==> config.mk <==
export PLATFORM = sky130hd
export DESIGN_NAME = aril_ram
export DESIGN_NICKNAME = d
export VERILOG_FILES = /design/src/sv/aril_ram.sv
export SDC_FILE = /design/constraint.sdc
export NUM_CORES = 1
export LEC_CHECK = 0
export BUFFER_PORTS_ARGS = -buffer_cell sky130_fd_sc_hd__buf_2
export CORE_MARGIN = 3
export CORE_UTILIZATION = 36
export DETAILED_ROUTE_END_ITERATION = 7
export HOLD_SLACK_MARGIN = 0.12
export SLEW_MARGIN = 20
export SYNTH_ARGS = -nofsm -noshare
export SYNTH_HDL_FRONTEND = slang
export SYNTH_SLANG_ARGS = --single-unit
==> constraint.sdc <==
create_clock -name clk -period 4.1 [get_ports clk]
set_clock_uncertainty 0.15 [all_clocks]
set_input_delay 0.41 -clock clk [delete_from_list [all_inputs] [get_ports clk]]
set_output_delay 0.41 -clock clk [all_outputs]
set_load 0.005 [all_outputs]
==> src/sv/aril_ram.sv <==
// generic single-port ram with registered read
module aril_ram #(
  parameter int WIDTH = 8,
  parameter int DEPTH = 16
) (
  input  logic                     clk,
  input  logic                     we,
  input  logic [$clog2(DEPTH)-1:0] addr,
  input  logic [WIDTH-1:0]         wdata,
  output logic [WIDTH-1:0]         rdata
);

  logic [WIDTH-1:0] mem [DEPTH];

  // write port and registered read
  always_ff @(posedge clk) begin
    if (we) begin
      mem[addr] <= wdata;
    end
    rdata <= mem[addr];
  end

endmodule

## Word-level counts from Yosys, hierarchy flattened

Memory sizes are Yosys's and may differ from the RTL's. A register that Yosys moved wholly into a read port is not among the register bits.
Cells that the tools add are included.

| operators by class | value |
|---|---|
| mux-type cells | 2 |

Operators by type and width:

| cell | count |
|---|---|
| 2-to-1 mux 1 bit | 2 |

| storage, ports and cells | value |
|---|---|
| register bits | 0 |
| bits in writable memories | 128 |
| input bits | 14 |
| output and inout bits | 8 |
| memories kept | 1 |

Memory list:

| memory | depth | width | read ports | clocked after memory_dff | wr ports | line | text |
|---|---|---|---|---|---|---|---|
| mem | 16 | 8 | 1 | 1 | 1 | 13 | `logic [WIDTH-1:0] mem [DEPTH];` |

## Depth between registers and ports, before layout

| logic depth | value |
|---|---|
| depth after elaboration | 2 |
| depth in mapped cells | 5 |

## Least setup slack after synthesis

Ideal clock, no wire load.

| timing path | value |
|---|---|
| path type | input to register |
| start | in addr[2] |
| end | mem mem[0][0], enable pin |
| setup time | 383 ps |
| arrival time | 1520 ps |
| path slack | 2047 ps |
| cell stages on the path | 2 |
| buffers on the path | 0 |
| cells stage by stage | or3b_2 nor3_1 |

RTL lines:

| element | line | text |
|---|---|---|
| start: declaration | 8 | `input logic [$clog2(DEPTH)-1:0] addr,` |
| end: declaration | 13 |  |

Straight into the memory's write port.

==> results.sh <==
export IMPL_dp_hpwl_mm=6.03
export IMPL_synth_top_cells_by_area="edfxtp_1, mux4_2, dfxtp_1"
export IMPL_worst_skew_pair_late_latency_ps=410
export IMPL_die_h_um=125
export IMPL_yosysWarningCount=0
export IMPL_grt_util_all_layers_pct=13.6
export IMPL_area_delta_synth_final_pct=19.3
export IMPL_cp_class="primary input to register"
export IMPL_antennaDiodeCount=0
export IMPL_cts_tree="built"
export IMPL_outcome="finished, final reports clean"
export IMPL_sequentialPowerShare_pct=45.8
export IMPL_synth_area_leader_cell="edfxtp_1"
export IMPL_sw_frac_of_total_pct=18.5
export IMPL_vdd_ir_drop_worst_mv=0.284
export IMPL_nets=278
export IMPL_io_pins=22
export IMPL_min_path_type="primary input to register"
export IMPL_die_width_um=125
export IMPL_grt_pass1_vias=2446
export IMPL_fin_crit_period_ps=2240
export IMPL_cts_clk_slew_worst_paths_ps=60
export IMPL_syn_inst=230
export IMPL_synthesis_area_um2=5070
export IMPL_timing_critical_path_arrival_ps=2390
export IMPL_finalCritPeriodShare_pct=54.7
export IMPL_synth_sequential_area_ratio_pct=79.0
export IMPL_syn_area_per_cell_um2=22.0
export IMPL_largest_net_degree_at_the_start_of_global_routing=40
export IMPL_grt_pass1_wl_mm=15.0
export IMPL_drt_first_iter_violations=237
export IMPL_rows=42
export IMPL_r2r_setup_slack_ps=2610
export IMPL_place_worst_setup_slack_ps=1380
export IMPL_ys_ff_latch=136
export IMPL_setup_slack_ps=1860
export IMPL_clockPowerShare_pct=50.0
export IMPL_final_antenna_net_count=0
export IMPL_timing_setup_tns_ps=0
export IMPL_core_area_um2=13500
export IMPL_antenna_found_initial=0
export IMPL_number_of_hold_slack_violations_in_the_final_timing_report=0
export IMPL_cellInternalPower_mw=2.78
export IMPL_synth_fp_nets=244
export IMPL_cts_resized_gates=0
export IMPL_power_switching_mw=0.633
export IMPL_cap_violations=0
export IMPL_unrepaired_setup_endpoints_after_global_routing="false"
export IMPL_ctsLongestPathBuffers=2
export IMPL_synthDominantCellAreaShare_pct=75.9
export IMPL_setup_violations=0
export IMPL_drive_gt1_share_pct=32.9
export IMPL_slew_viol_final=0
export IMPL_cp_start_kind="primary input"
export IMPL_via_per_inst=5.16
export IMPL_total_length_of_routed_wires_mm=9.76
export IMPL_max_clock_freq_ghz=0.446
export IMPL_vias=2337
export IMPL_avgRoutedWirePerCell_um=21.5
export IMPL_worstPathMaxFanout=28
export IMPL_overflow=0
export IMPL_globalplace_congestion=0.718
export IMPL_post_cts_repair_setup_buffers=0
export IMPL_least_margin_pin_slew_ps=925
export IMPL_remaining_drc_errors=0
export IMPL_overall_die_area_um2=15500
export IMPL_finalCoreUtilization_pct=44.8
export IMPL_number_of_clock_sinks=136
export IMPL_power_combinational_fraction_pct=4.2
export IMPL_cts_root_buf="clkbuf_16"
export IMPL_initial_standard_cell_utilization_of_the_core_pct=37.5
export IMPL_synth_lib_cells_used_distinct=18
export IMPL_critical_path_required_ps=4250
export IMPL_slew_limit_headroom_pct=38.3
export IMPL_number_of_levels_the_h_tree_was_split_into=4
export IMPL_leakagePower_nw=1.97
export IMPL_critPathCaptureType="register"
export IMPL_first_pass_iters=4
export IMPL_cts_buffers_inserted=17
export IMPL_io_buffer_count=21
export IMPL_power_per_cell_area_nw_per_um2=564
export IMPL_ctsHoldBuffers=0
routing by layer:
| metal | share of wire (%) | track usage, % | vias up | routed length [µm] |
|---|---|---|---|---|
| met2 | 48 | 19.6 | 74 | 4640 |
| met5 | 0 | 0 | - | 0 |
| li1 | - | - | 1030 | - |
| met4 | 2.2 | 6.96 | 0 | 216 |
| met1 | 44 | 18.7 | 1214 | 4340 |
| met3 | 5.8 | 4.25 | 19 | 566 |
worst paths after layout:
| kind | from | endpoint | cells past startpoint |
|---|---|---|---|
| hold reg to reg | mem[3][1] | rdata[1] | 3 |
| setup / recovery | addr[0] | rdata[3] | 5 |
| setup reg to reg | mem[8][2] | rdata[2] | 3 |
| hold / removal | wdata[2] | mem[11][2] | 1 |
through the flow:
step                total power, mW  hold slack [ps]  area, µm²  std cells
floorplan                      1.67              359       5070        230
global placement               1.73              520       5370        421
detailed placement             1.74              543       5370        421
CTS                            3.44              235       6050        453
global route                   3.52              251       6050        453
finish                         3.41              249       6050        453
flip-flops by register name, indices dropped and copies added (netlist names):
name	flops
mem	128
rdata	8
cell families (layout without fill, tap and decap cells):
family / Yosys count / after routing / synth area share (%)
AO/OA/AOI/OAI: 16 / 16 / 2.37
buffers and inverters: 11 / 58 / 1.19
flip-flops: 136 / 136 / 79.0
multiplexers: 32 / 32 / 14.2
AND/OR/NAND/NOR: 35 / 35 / 3.21
cells in the final DEF, fill, tap and decap left out:
master	netlist	routed
buf_4	0	5
dfxtp_1	8	8
clkbuf_16	0	17
nand3_1	1	1
mux4_2	32	32
buf_2	2	21
nor2_1	13	13
nor2b_1	2	2
nor3_1	4	4
clkinvlp_4	0	2
clkbuf_8	0	2
edfxtp_1	128	128
and2_1	1	1
nand2b_1	2	2
nand2_1	9	9
or3b_2	1	1
clkinv_2	0	4
nand3b_1	2	2
a22oi_1	16	16
clkinv_4	0	1
bufinv_16	0	6
power by group through the flow:
stage | Combinational [mW] | Clock (mW) | Sequential (mW)
after detailed placement | 0.145 | 0 | 1.59
after CTS | 0.145 | 1.73 | 1.56
after floorplan | 0.0801 | 0 | 1.59
after global routing | 0.156 | 1.80 | 1.57
final | 0.142 | 1.71 | 1.56
after global placement | 0.143 | 0 | 1.59
Yosys cell counts, drive strengths merged:
| master | instances |
|---|---|
| a22oi | 16 |
| and2 | 1 |
| buf | 8 |
| clkbuf | 3 |
| dfxtp | 8 |
| edfxtp | 128 |
| mux4 | 32 |
| nand2 | 9 |
| nand2b | 2 |
| nand3 | 1 |
| nand3b | 2 |
| nor2 | 13 |
| nor2b | 2 |
| nor3 | 4 |
| or3b | 1 |
area by class of cell:
class                   count  area (µm²)
clock buffers              19         453
clock inverters            13         224
fillers                  1124        7460
multi-input cells          83        1000
flip-flops and latches    136        4000
well taps                 176         220
repair buffers             26         143
critical path, cell delays in order:
cell and delay (ps):
buf_2 630, buf_4 410, mux4_2 530, a22oi_1 290
nand2_1 80
Power figures use the tool's default switching activity.
